<file path="config.mk">
export PLATFORM = sky130hd
export DESIGN_NAME = preemptive_srtf_priority_tick_scheduler
export DESIGN_NICKNAME = d
export VERILOG_FILES = /design/src/sv/psts_pkg.sv /design/src/sv/psts_cell.sv /design/src/sv/preemptive_srtf_priority_tick_scheduler.sv
export SDC_FILE = /design/constraint.sdc
export NUM_CORES = 2
export LEC_CHECK = 0
export BUFFER_PORTS_ARGS = -buffer_cell sky130_fd_sc_hd__buf_2
export CORE_MARGIN = 4
export CORE_UTILIZATION = 45
export CTS_CLUSTER_SIZE = 20
export DETAILED_ROUTE_END_ITERATION = 8
export GPL_ROUTABILITY_DRIVEN = 0
export GPL_TIMING_DRIVEN = 0
export SLEW_MARGIN = 20
export SYNTH_ARGS = -nofsm -noshare
export SYNTH_HDL_FRONTEND = slang
export SYNTH_SLANG_ARGS = --single-unit
</file>
<file path="constraint.sdc">
create_clock -name clk -period 8.3 [get_ports clk]
set_input_delay 1.66 -clock clk [delete_from_list [all_inputs] [get_ports clk]]
set_output_delay 1.66 -clock clk [all_outputs]
set_load 0.03 [all_outputs]
</file>
<file path="src/sv/psts_pkg.sv">
// psts_pkg: shared types and constants for the tick scheduler
// used by psts_cell and preemptive_srtf_priority_tick_scheduler, no dependencies
`default_nettype none

package psts_pkg;

    localparam int ARR_W  = 16;
    localparam int BURST_W = 12;
    localparam int PRIO_W = 8;
    localparam int TIME_W = 17;
    localparam int PCNT_W = 5;

    localparam logic [TIME_W-1:0] TIME_MAX = 17'h1FFFF;

    localparam logic [1:0] OP_LOAD  = 2'd0;
    localparam logic [1:0] OP_TICK  = 2'd1;
    localparam logic [1:0] OP_CLEAR = 2'd2;

    localparam logic REG_POLICY = 1'b0;
    localparam logic REG_COUNT  = 1'b1;

    // per-cell commands from the controller
    typedef struct packed {
        logic clear;
        logic load;
        logic dec;
    } cell_cmd_t;

    // entry written by a load request
    typedef struct packed {
        logic [ARR_W-1:0]   arrival;
        logic [BURST_W-1:0] burst;
        logic [PRIO_W-1:0]  prio;
    } load_t;

    // best candidate so far, handed down the chain
    typedef struct packed {
        logic               found;
        logic [BURST_W-1:0] rem;
        logic [PRIO_W-1:0]  prio;
        logic [ARR_W-1:0]   arrival;
        logic [BURST_W-1:0] burst;
        logic [1:0]         busy_cnt;
    } cand_t;

endpackage

`default_nettype wire

</file>
<file path="src/sv/psts_cell.sv">
// psts_cell: one process table slot plus one registered compare stage
// depends on psts_pkg
`default_nettype none

module psts_cell #(
    parameter int SLOTS = 16,
    parameter int INDEX = 0,
    parameter int IW    = 4
) (
    input  wire                                  clk,
    input  wire                                  rst_n,
    input  psts_pkg::cell_cmd_t                  cmd,
    input  psts_pkg::load_t                      ld,
    input  wire                                  policy,
    input  wire  [psts_pkg::PCNT_W-1:0]          pcount,
    input  wire  [psts_pkg::TIME_W-1:0]          time_now,
    input  psts_pkg::cand_t                      cand_in,
    input  wire  [IW-1:0]                        idx_in,
    output psts_pkg::cand_t                      cand_out,
    output logic [IW-1:0]                        idx_out
);

    logic [psts_pkg::ARR_W-1:0]   arr_reg;
    logic [psts_pkg::BURST_W-1:0] burst_reg;
    logic [psts_pkg::BURST_W-1:0] rem_reg;
    logic [psts_pkg::PRIO_W-1:0]  prio_reg;
    psts_pkg::cand_t              cand_reg;
    psts_pkg::cand_t              cand_next;
    logic [IW-1:0]                idx_reg;
    logic [IW-1:0]                idx_next;

    logic active;
    logic busy;
    logic eligible;
    logic arr_win;
    logic better;
    logic take;

    always_comb
    begin
        active   = (INDEX < SLOTS) && (INDEX < int'(pcount));
        busy     = active && (rem_reg != '0);
        eligible = busy && ({1'b0, arr_reg} <= time_now);
        arr_win  = arr_reg < cand_in.arrival;
        if (policy)
        begin
            better = (prio_reg > cand_in.prio) || ((prio_reg == cand_in.prio) && arr_win);
        end
        else
        begin
            better = (rem_reg < cand_in.rem) || ((rem_reg == cand_in.rem) && arr_win);
        end
        take = eligible && (!cand_in.found || better);

        cand_next = cand_in;
        idx_next  = idx_in;
        if (take)
        begin
            cand_next.found   = 1'b1;
            cand_next.rem     = rem_reg;
            cand_next.prio    = prio_reg;
            cand_next.arrival = arr_reg;
            cand_next.burst   = burst_reg;
            idx_next          = IW'(INDEX);
        end
        // saturating count of slots with work left
        if (busy && (cand_in.busy_cnt != 2'd2))
        begin
            cand_next.busy_cnt = cand_in.busy_cnt + 2'd1;
        end
    end

    always_ff @(posedge clk or negedge rst_n)
    begin
        if (!rst_n)
        begin
            arr_reg   <= '0;
            burst_reg <= '0;
            rem_reg   <= '0;
            prio_reg  <= '0;
            cand_reg  <= '0;
            idx_reg   <= '0;
        end
        else
        begin
            cand_reg <= cand_next;
            idx_reg  <= idx_next;
            if (cmd.clear)
            begin
                arr_reg   <= '0;
                burst_reg <= '0;
                rem_reg   <= '0;
                prio_reg  <= '0;
            end
            else if (cmd.load)
            begin
                arr_reg   <= ld.arrival;
                burst_reg <= ld.burst;
                rem_reg   <= ld.burst;
                prio_reg  <= ld.prio;
            end
            else if (cmd.dec)
            begin
                rem_reg <= rem_reg - 1'b1;
            end
        end
    end

    assign cand_out = cand_reg;
    assign idx_out  = idx_reg;

endmodule

`default_nettype wire

</file>
<file path="src/sv/preemptive_srtf_priority_tick_scheduler.sv">
// preemptive_srtf_priority_tick_scheduler: top level, controller and chain of slot cells
// depends on psts_pkg and psts_cell
//
// Usage: requests enter on the s_axis group; tuser carries the op (load, tick, clear),
// tdata the slot, arrival, burst and priority of a load. Every request gives exactly
// one result on the m_axis group. Config registers (policy_mode at index 0,
// process_count at index 1) are written through cfg_we/cfg_index/cfg_data; the user
// must do so only while idle, as the block does not enforce it. A request is taken
// in IDLE, a load or clear is applied at that edge, then the best-candidate record
// walks the SLOTS cells, one cell per cycle, and the result is committed from the
// DONE state once the output register is free. One request is in flight at a time,
// so no new request is taken until the last one is committed.
// The result sits in an output register; while the receiver stalls the next request
// is still taken and scanned, and its commit waits until the register is free.
// Reset clears the table, the time, both config registers and the output valid.
`default_nettype none

module preemptive_srtf_priority_tick_scheduler #(
    parameter int SLOTS = 16
) (
    input  wire         clk,
    input  wire         rst_n,
    input  wire         cfg_we,
    input  wire         cfg_index,
    input  wire  [4:0]  cfg_data,
    input  wire         s_axis_tvalid,
    output logic        s_axis_tready,
    // slot[3:0], arrival[19:4], burst[31:20], priority_req[39:32]
    input  wire  [39:0] s_axis_tdata,
    // op[1:0]
    input  wire  [1:0]  s_axis_tuser,
    output logic        m_axis_tvalid,
    input  wire         m_axis_tready,
    // ran[0], ran_slot[4:1], time_now[21:5], finished[22], turnaround[39:23],
    // waiting[56:40], all_done[57], zero[63:58]
    output logic [63:0] m_axis_tdata
);

    localparam int IW = (SLOTS > 1) ? $clog2(SLOTS) : 1;
    localparam int TW = psts_pkg::TIME_W;

    typedef enum logic [1:0] {IDLE, SCAN, DONE} state_t;

    state_t                         state_reg;
    logic [IW-1:0]                  cnt_reg;
    logic [1:0]                     op_reg;
    logic [TW-1:0]                  time_reg;
    logic                           policy_reg;
    logic [psts_pkg::PCNT_W-1:0]    pcount_reg;
    logic                           out_valid_reg;
    logic                           ran_reg;
    logic [3:0]                     ran_slot_reg;
    logic [TW-1:0]                  time_now_reg;
    logic                           finished_reg;
    logic [TW-1:0]                  tat_reg;
    logic [TW-1:0]                  wait_reg;
    logic                           all_done_reg;

    logic [3:0]      in_slot;
    psts_pkg::load_t in_load;
    logic            accept;
    logic            commit;
    logic            is_tick;

    psts_pkg::cand_t     chain [SLOTS+1];
    logic [IW-1:0]       idx_chain [SLOTS+1];
    psts_pkg::cand_t     last;
    logic [IW-1:0]       last_idx;
    psts_pkg::cell_cmd_t cmds [SLOTS];

    logic [TW-1:0] time_inc;
    logic [TW-1:0] arr_ext;
    logic [TW-1:0] burst_ext;
    logic [TW-1:0] tat_calc;
    logic [TW-1:0] wait_calc;
    logic          fin_calc;
    logic          ran_calc;
    logic          done_calc;

    assign in_slot         = s_axis_tdata[3:0];
    assign in_load.arrival = s_axis_tdata[19:4];
    assign in_load.burst   = s_axis_tdata[31:20];
    assign in_load.prio    = s_axis_tdata[39:32];

    assign s_axis_tready = (state_reg == IDLE);
    assign accept        = s_axis_tvalid && s_axis_tready;
    assign commit        = (state_reg == DONE) && (!out_valid_reg || m_axis_tready);
    assign is_tick       = (op_reg == psts_pkg::OP_TICK);

    assign chain[0]     = '0;
    assign idx_chain[0] = '0;
    assign last         = chain[SLOTS];
    assign last_idx     = idx_chain[SLOTS];

    genvar gi;
    generate
        for (gi = 0; gi < SLOTS; gi++)
        begin : g_cell
            always_comb
            begin
                cmds[gi].clear = accept && (s_axis_tuser == psts_pkg::OP_CLEAR);
                cmds[gi].load  = accept && (s_axis_tuser == psts_pkg::OP_LOAD)
                                 && (int'(in_slot) == gi);
                cmds[gi].dec   = commit && is_tick && last.found && (last_idx == IW'(gi));
            end

            psts_cell #(
                .SLOTS (SLOTS),
                .INDEX (gi),
                .IW    (IW)
            ) u_cell (
                .clk      (clk),
                .rst_n    (rst_n),
                .cmd      (cmds[gi]),
                .ld       (in_load),
                .policy   (policy_reg),
                .pcount   (pcount_reg),
                .time_now (time_reg),
                .cand_in  (chain[gi]),
                .idx_in   (idx_chain[gi]),
                .cand_out (chain[gi+1]),
                .idx_out  (idx_chain[gi+1])
            );
        end
    endgenerate

    // commit arithmetic
    always_comb
    begin
        time_inc  = (time_reg == psts_pkg::TIME_MAX) ? time_reg : time_reg + 1'b1;
        arr_ext   = TW'(last.arrival);
        burst_ext = TW'(last.burst);
        ran_calc  = is_tick && last.found;
        fin_calc  = ran_calc && (last.rem == psts_pkg::BURST_W'(1));
        tat_calc  = '0;
        wait_calc = '0;
        if (fin_calc)
        begin
            tat_calc  = (time_inc >= arr_ext) ? time_inc - arr_ext : '0;
            wait_calc = (tat_calc >= burst_ext) ? tat_calc - burst_ext : '0;
        end
        if (is_tick)
        begin
            done_calc = (last.busy_cnt == 2'd0) || ((last.busy_cnt == 2'd1) && fin_calc);
        end
        else
        begin
            done_calc = (last.busy_cnt == 2'd0);
        end
    end

    // config registers
    always_ff @(posedge clk or negedge rst_n)
    begin
        if (!rst_n)
        begin
            policy_reg <= 1'b0;
            pcount_reg <= '0;
        end
        else if (cfg_we)
        begin
            unique case (cfg_index)
                psts_pkg::REG_POLICY: policy_reg <= cfg_data[0];
                psts_pkg::REG_COUNT:  pcount_reg <= cfg_data;
                default:              pcount_reg <= pcount_reg;
            endcase
        end
    end

    // controller, time and output register
    always_ff @(posedge clk or negedge rst_n)
    begin
        if (!rst_n)
        begin
            state_reg     <= IDLE;
            cnt_reg       <= '0;
            op_reg        <= psts_pkg::OP_LOAD;
            time_reg      <= '0;
            out_valid_reg <= 1'b0;
            ran_reg       <= 1'b0;
            ran_slot_reg  <= '0;
            time_now_reg  <= '0;
            finished_reg  <= 1'b0;
            tat_reg       <= '0;
            wait_reg      <= '0;
            all_done_reg  <= 1'b0;
        end
        else
        begin
            if (commit)
            begin
                out_valid_reg <= 1'b1;
            end
            else if (m_axis_tready)
            begin
                out_valid_reg <= 1'b0;
            end
            unique case (state_reg)
                IDLE:
                begin
                    if (accept)
                    begin
                        op_reg    <= s_axis_tuser;
                        cnt_reg   <= '0;
                        state_reg <= SCAN;
                        if (s_axis_tuser == psts_pkg::OP_CLEAR)
                        begin
                            time_reg <= '0;
                        end
                    end
                end
                SCAN:
                begin
                    cnt_reg <= cnt_reg + 1'b1;
                    if (cnt_reg == IW'(SLOTS - 1))
                    begin
                        state_reg <= DONE;
                    end
                end
                DONE:
                begin
                    if (commit)
                    begin
                        if (is_tick)
                        begin
                            time_reg <= time_inc;
                        end
                        ran_reg       <= ran_calc;
                        ran_slot_reg  <= ran_calc ? 4'(last_idx) : 4'd0;
                        time_now_reg  <= is_tick ? time_inc : time_reg;
                        finished_reg  <= fin_calc;
                        tat_reg       <= tat_calc;
                        wait_reg      <= wait_calc;
                        all_done_reg  <= done_calc;
                        state_reg     <= IDLE;
                    end
                end
                default:
                begin
                    state_reg <= IDLE;
                end
            endcase
        end
    end

    assign m_axis_tvalid = out_valid_reg;
    assign m_axis_tdata  = {6'd0, all_done_reg, wait_reg, tat_reg, finished_reg,
                            time_now_reg, ran_slot_reg, ran_reg};

    // result time matches the time register right after a commit
    a_time_match: assert property (@(posedge clk) disable iff (!rst_n)
        commit |=> (m_axis_tdata[21:5] == time_reg))
        else $error("result time differs from time register");

    // a finished request always ran a slot
    a_fin_ran: assert property (@(posedge clk) disable iff (!rst_n)
        (m_axis_tvalid && m_axis_tdata[22]) |-> m_axis_tdata[0])
        else $error("finished without ran");

    // a chosen candidate is always counted among slots with work left
    a_cand_cnt: assert property (@(posedge clk) disable iff (!rst_n)
        (state_reg == DONE) |-> (!last.found || (last.busy_cnt != 2'd0)))
        else $error("candidate found with no busy slot");

    // no request is taken while a scan is under way
    a_no_accept: assert property (@(posedge clk) disable iff (!rst_n)
        (state_reg == SCAN) |=> !$past(accept))
        else $error("request taken during scan");

endmodule

`default_nettype wire
</file>
==> results_dict.tcl <==
set metrics [dict create \
    yosysMostFrequentCell "dfrtp_1" \
    worst_pin_slew_ns 1.273 \
    yosys_warnings 0 \
    power.density_mw_per_mm2 352.7 \
    rows 163 \
    synth.area.top_cells "dfrtp_1 48%, ha_1 12%, mux2_2 8.2%, nand2_1 6.2%, a21oi_1 5.0%" \
    h-tree-depth 4 \
    worstSetupPathType "register to register" \
    numCtsBuffers 187 \
    synth_cell_types 89 \
    yosys.area.top_type "dfrtp_1" \
    synthFlopType "dfrtp_1" \
    core_area_mm2 0.1980 \
    setup-violations-final 0 \
    dr.first_iter.drc_count 7105 \
    drt_drc_violations_left 0 \
    fin_crit_sh 0.9594 \
    synth_seq_area_share 0.4768 \
    final_layout_size_suffix_gt1_frac 0.1445 \
    worstHoldPathType "register to register" \
    min_from "g_cell[11].u_cell.idx_out[3]" \
    status "finished, final reports clean" \
    dp_hpwl_um 249200 \
    antenna_found_initial 27 \
    antenna_left 0 \
    cts_tree "done" \
    cts_resized 0 \
    post-route-cell-area_mm2 0.1019 \
    async_reset_ff_frac 1.000 \
    largest_register_ffs 807 \
    ioPinCount 119 \
    ys_ff_latch 1714 \
    min_period_ns 7.963 \
    insertion_delay_ns 0.86 \
    grt_max_degree 145 \
    worst_setup_path_start_kind "register" \
    worstPathRequired_ns 9.02 \
    syn_inst 8924 \
    fin_tns_setup_ns 0 \
    final-max-slew-violation-count 0 \
    clockBufferDepth 3 \
    nets 10150 \
    dr_total_vias 70300 \
    clk_pin_slew_ns 0.06 \
    slew_headroom 0.1513 \
    drv_cap 0 \
    p_leak_nw 48.88 \
    synth_common_cells "1714 x dfrtp_1, 1477 x nand2_1, 893 x a21oi_1" \
    cts_setup_buffers 0 \
    post_dp_cell_area_mm2 0.09518 \
    synth.avg_cell_area_um2 10.08 \
    synth.top_cell.area_share 0.4768 \
    fmax_mhz 125.6 \
    grt-ovfl-total 0 \
    die_h_um 455.1 \
    cts_sinks 1714 \
    peakVddDrop_mv 0.3162 \
    reg2reg_from "time_reg[16]" \
    finalHoldViolations 0 \
    cp_max_fo 10 \
    rsz0062_at_grt "false" \
    area_delta_synth_final_pct 13.24 \
    start_util 0.4542 \
    critical_path_arrival_ns 8.69 \
    cp-startpoint "time_reg[16]" \
    skew_ns 0.03763 \
    die_area_mm2 0.2071 \
    grt_pass1_wl_um 469500 \
    holdWs_ns 0.4338 \
    avgRoutedWirePerCell_um 27.05 \
    port_buffers 83 \
    drtPass1Iterations 6 \
    crit_path_end_kind "register" \
    first_global_vias 69580 \
    via_per_inst 5.824 \
    fp.dieW_um 455.1 \
    ctsHoldBuffers 0 \
    synthesis.area_mm2 0.08995 \
    synth_edf_count 0 \
    drt_wl_total_um 326600 \
    root_buffer "clkbuf_16" \
    track_usage 0.3114 \
]
## final cells by class
type / count / area (um^2)
inverters: 662 / 2485
diodes: 14 / 35.03
clock buffers: 261 / 5411
repair buffers: 139 / 1783
clock inverters: 88 / 1226
well taps: 2640 / 3303
flip-flops and latches: 1714 / 42890
plain buffers: 438 / 1858
fillers: 17660 / 96180
multi-input cells: 6115 / 42860
## report_power, final
part | leakage, nW | switching, mW | internal, mW
Combinational | 22.3 | 9.19 | 6.40
Clock | 3.26 | 3.66 | 5.35
Sequential | 23.3 | 1.32 | 10.0
## logic make-up after synthesis
| family | Yosys count | share of synthesized area |
|---|---|---|
| flip-flops | 1714 | 0.4768 |
| adder cells (fa/ha/maj) | 844 | 0.1176 |
| multiplexers | 730 | 0.09282 |
| XOR/XNOR | 157 | 0.01529 |
| AO/OA/AOI/OAI | 1820 | 0.1217 |
| buffers and inverters | 1100 | 0.04706 |
| other | 1 | 0.00004169 |
| AND/OR/NAND/NOR | 2558 | 0.1286 |
## final timing paths
kind	to	slack, ns	cells past startpoint
setup / recovery	wait_reg[14]	0.34	25
hold reg to reg	g_cell[12].u_cell.idx_out[3]	0.43	1
hold / removal	g_cell[12].u_cell.idx_out[3]	0.43	1
max in group asynchronous	g_cell[6].u_cell.cand_out[25]	4.12	6
setup reg to reg	wait_reg[14]	0.34	25
min in group asynchronous	wait_reg[5]	0.73	1
## layout by cell type (no fill, tap or decap), drive strengths merged, types with 43 or more instances in the layout
cell,n
nand2b,96
a21o,207
buf,211
inv,672
mux2,701
nor2,264
o21ai,297
ha,842
nor4,63
nor2b,88
a21oi,894
nand2,1478
a211oi,56
nand4,154
xor2,64
clkinv,43
xnor2,93
nor3,100
dfrtp,1714
clkbuf,627
nand3,95
o21a,55
and2,64
## critical path: stages, from the launching register on
cell,delay [ns]
dfrtp_1,0.32
clkbuf_2,0.50
clkbuf_2,0.46
clkbuf_2,0.68
nand2_1,0.32
nand3_1,0.17
a21boi_0,0.43
ha_1,0.29
inv_1,0.05
or3_1,0.38
o41ai_1,0.53
nor2_1,0.10
o21a_1,0.17
clkbuf_1,0.22
nor3_1,0.48
ha_1,0.39
o21a_1,0.19
o31a_1,0.12
o31a_1,0.28
o211ai_1,0.26
nand2b_1,0.13
a211o_1,0.34
nor4b_4,0.45
nor2_1,0.11
buf_2,0.21
a22o_1,0.21
## metrics by stage
stage | power [mW] | cells | setup WS [ns] | utilization
finish | 35.92 | 12070 | 0.3368 | 0.5143
global route | 37.75 | 12070 | 0.08481 | 0.5143
CTS | 35.73 | 12060 | 0.5015 | 0.5141
detailed placement | 26.68 | 11710 | 0.5460 | 0.4806
global placement | 26.23 | 11650 | -32.19 | 0.4731
floorplan | 21.58 | 8929 | 2.048 | -
## per-layer routing
| metal | global-route usage | share of wire | vias up | wire length, um |
|---|---|---|---|---|
| li1 | - | - | 31550 | - |
| met1 | 0.3935 | 0.39 | 35050 | 128900 |
| met2 | 0.4824 | 0.45 | 2848 | 146300 |
| met3 | 0.07996 | 0.088 | 838 | 28800 |
| met4 | 0.1866 | 0.069 | 18 | 22390 |
| met5 | 0 | 0.00041 | - | 133 |
Note: power is estimated with default switching activity, not from simulation.
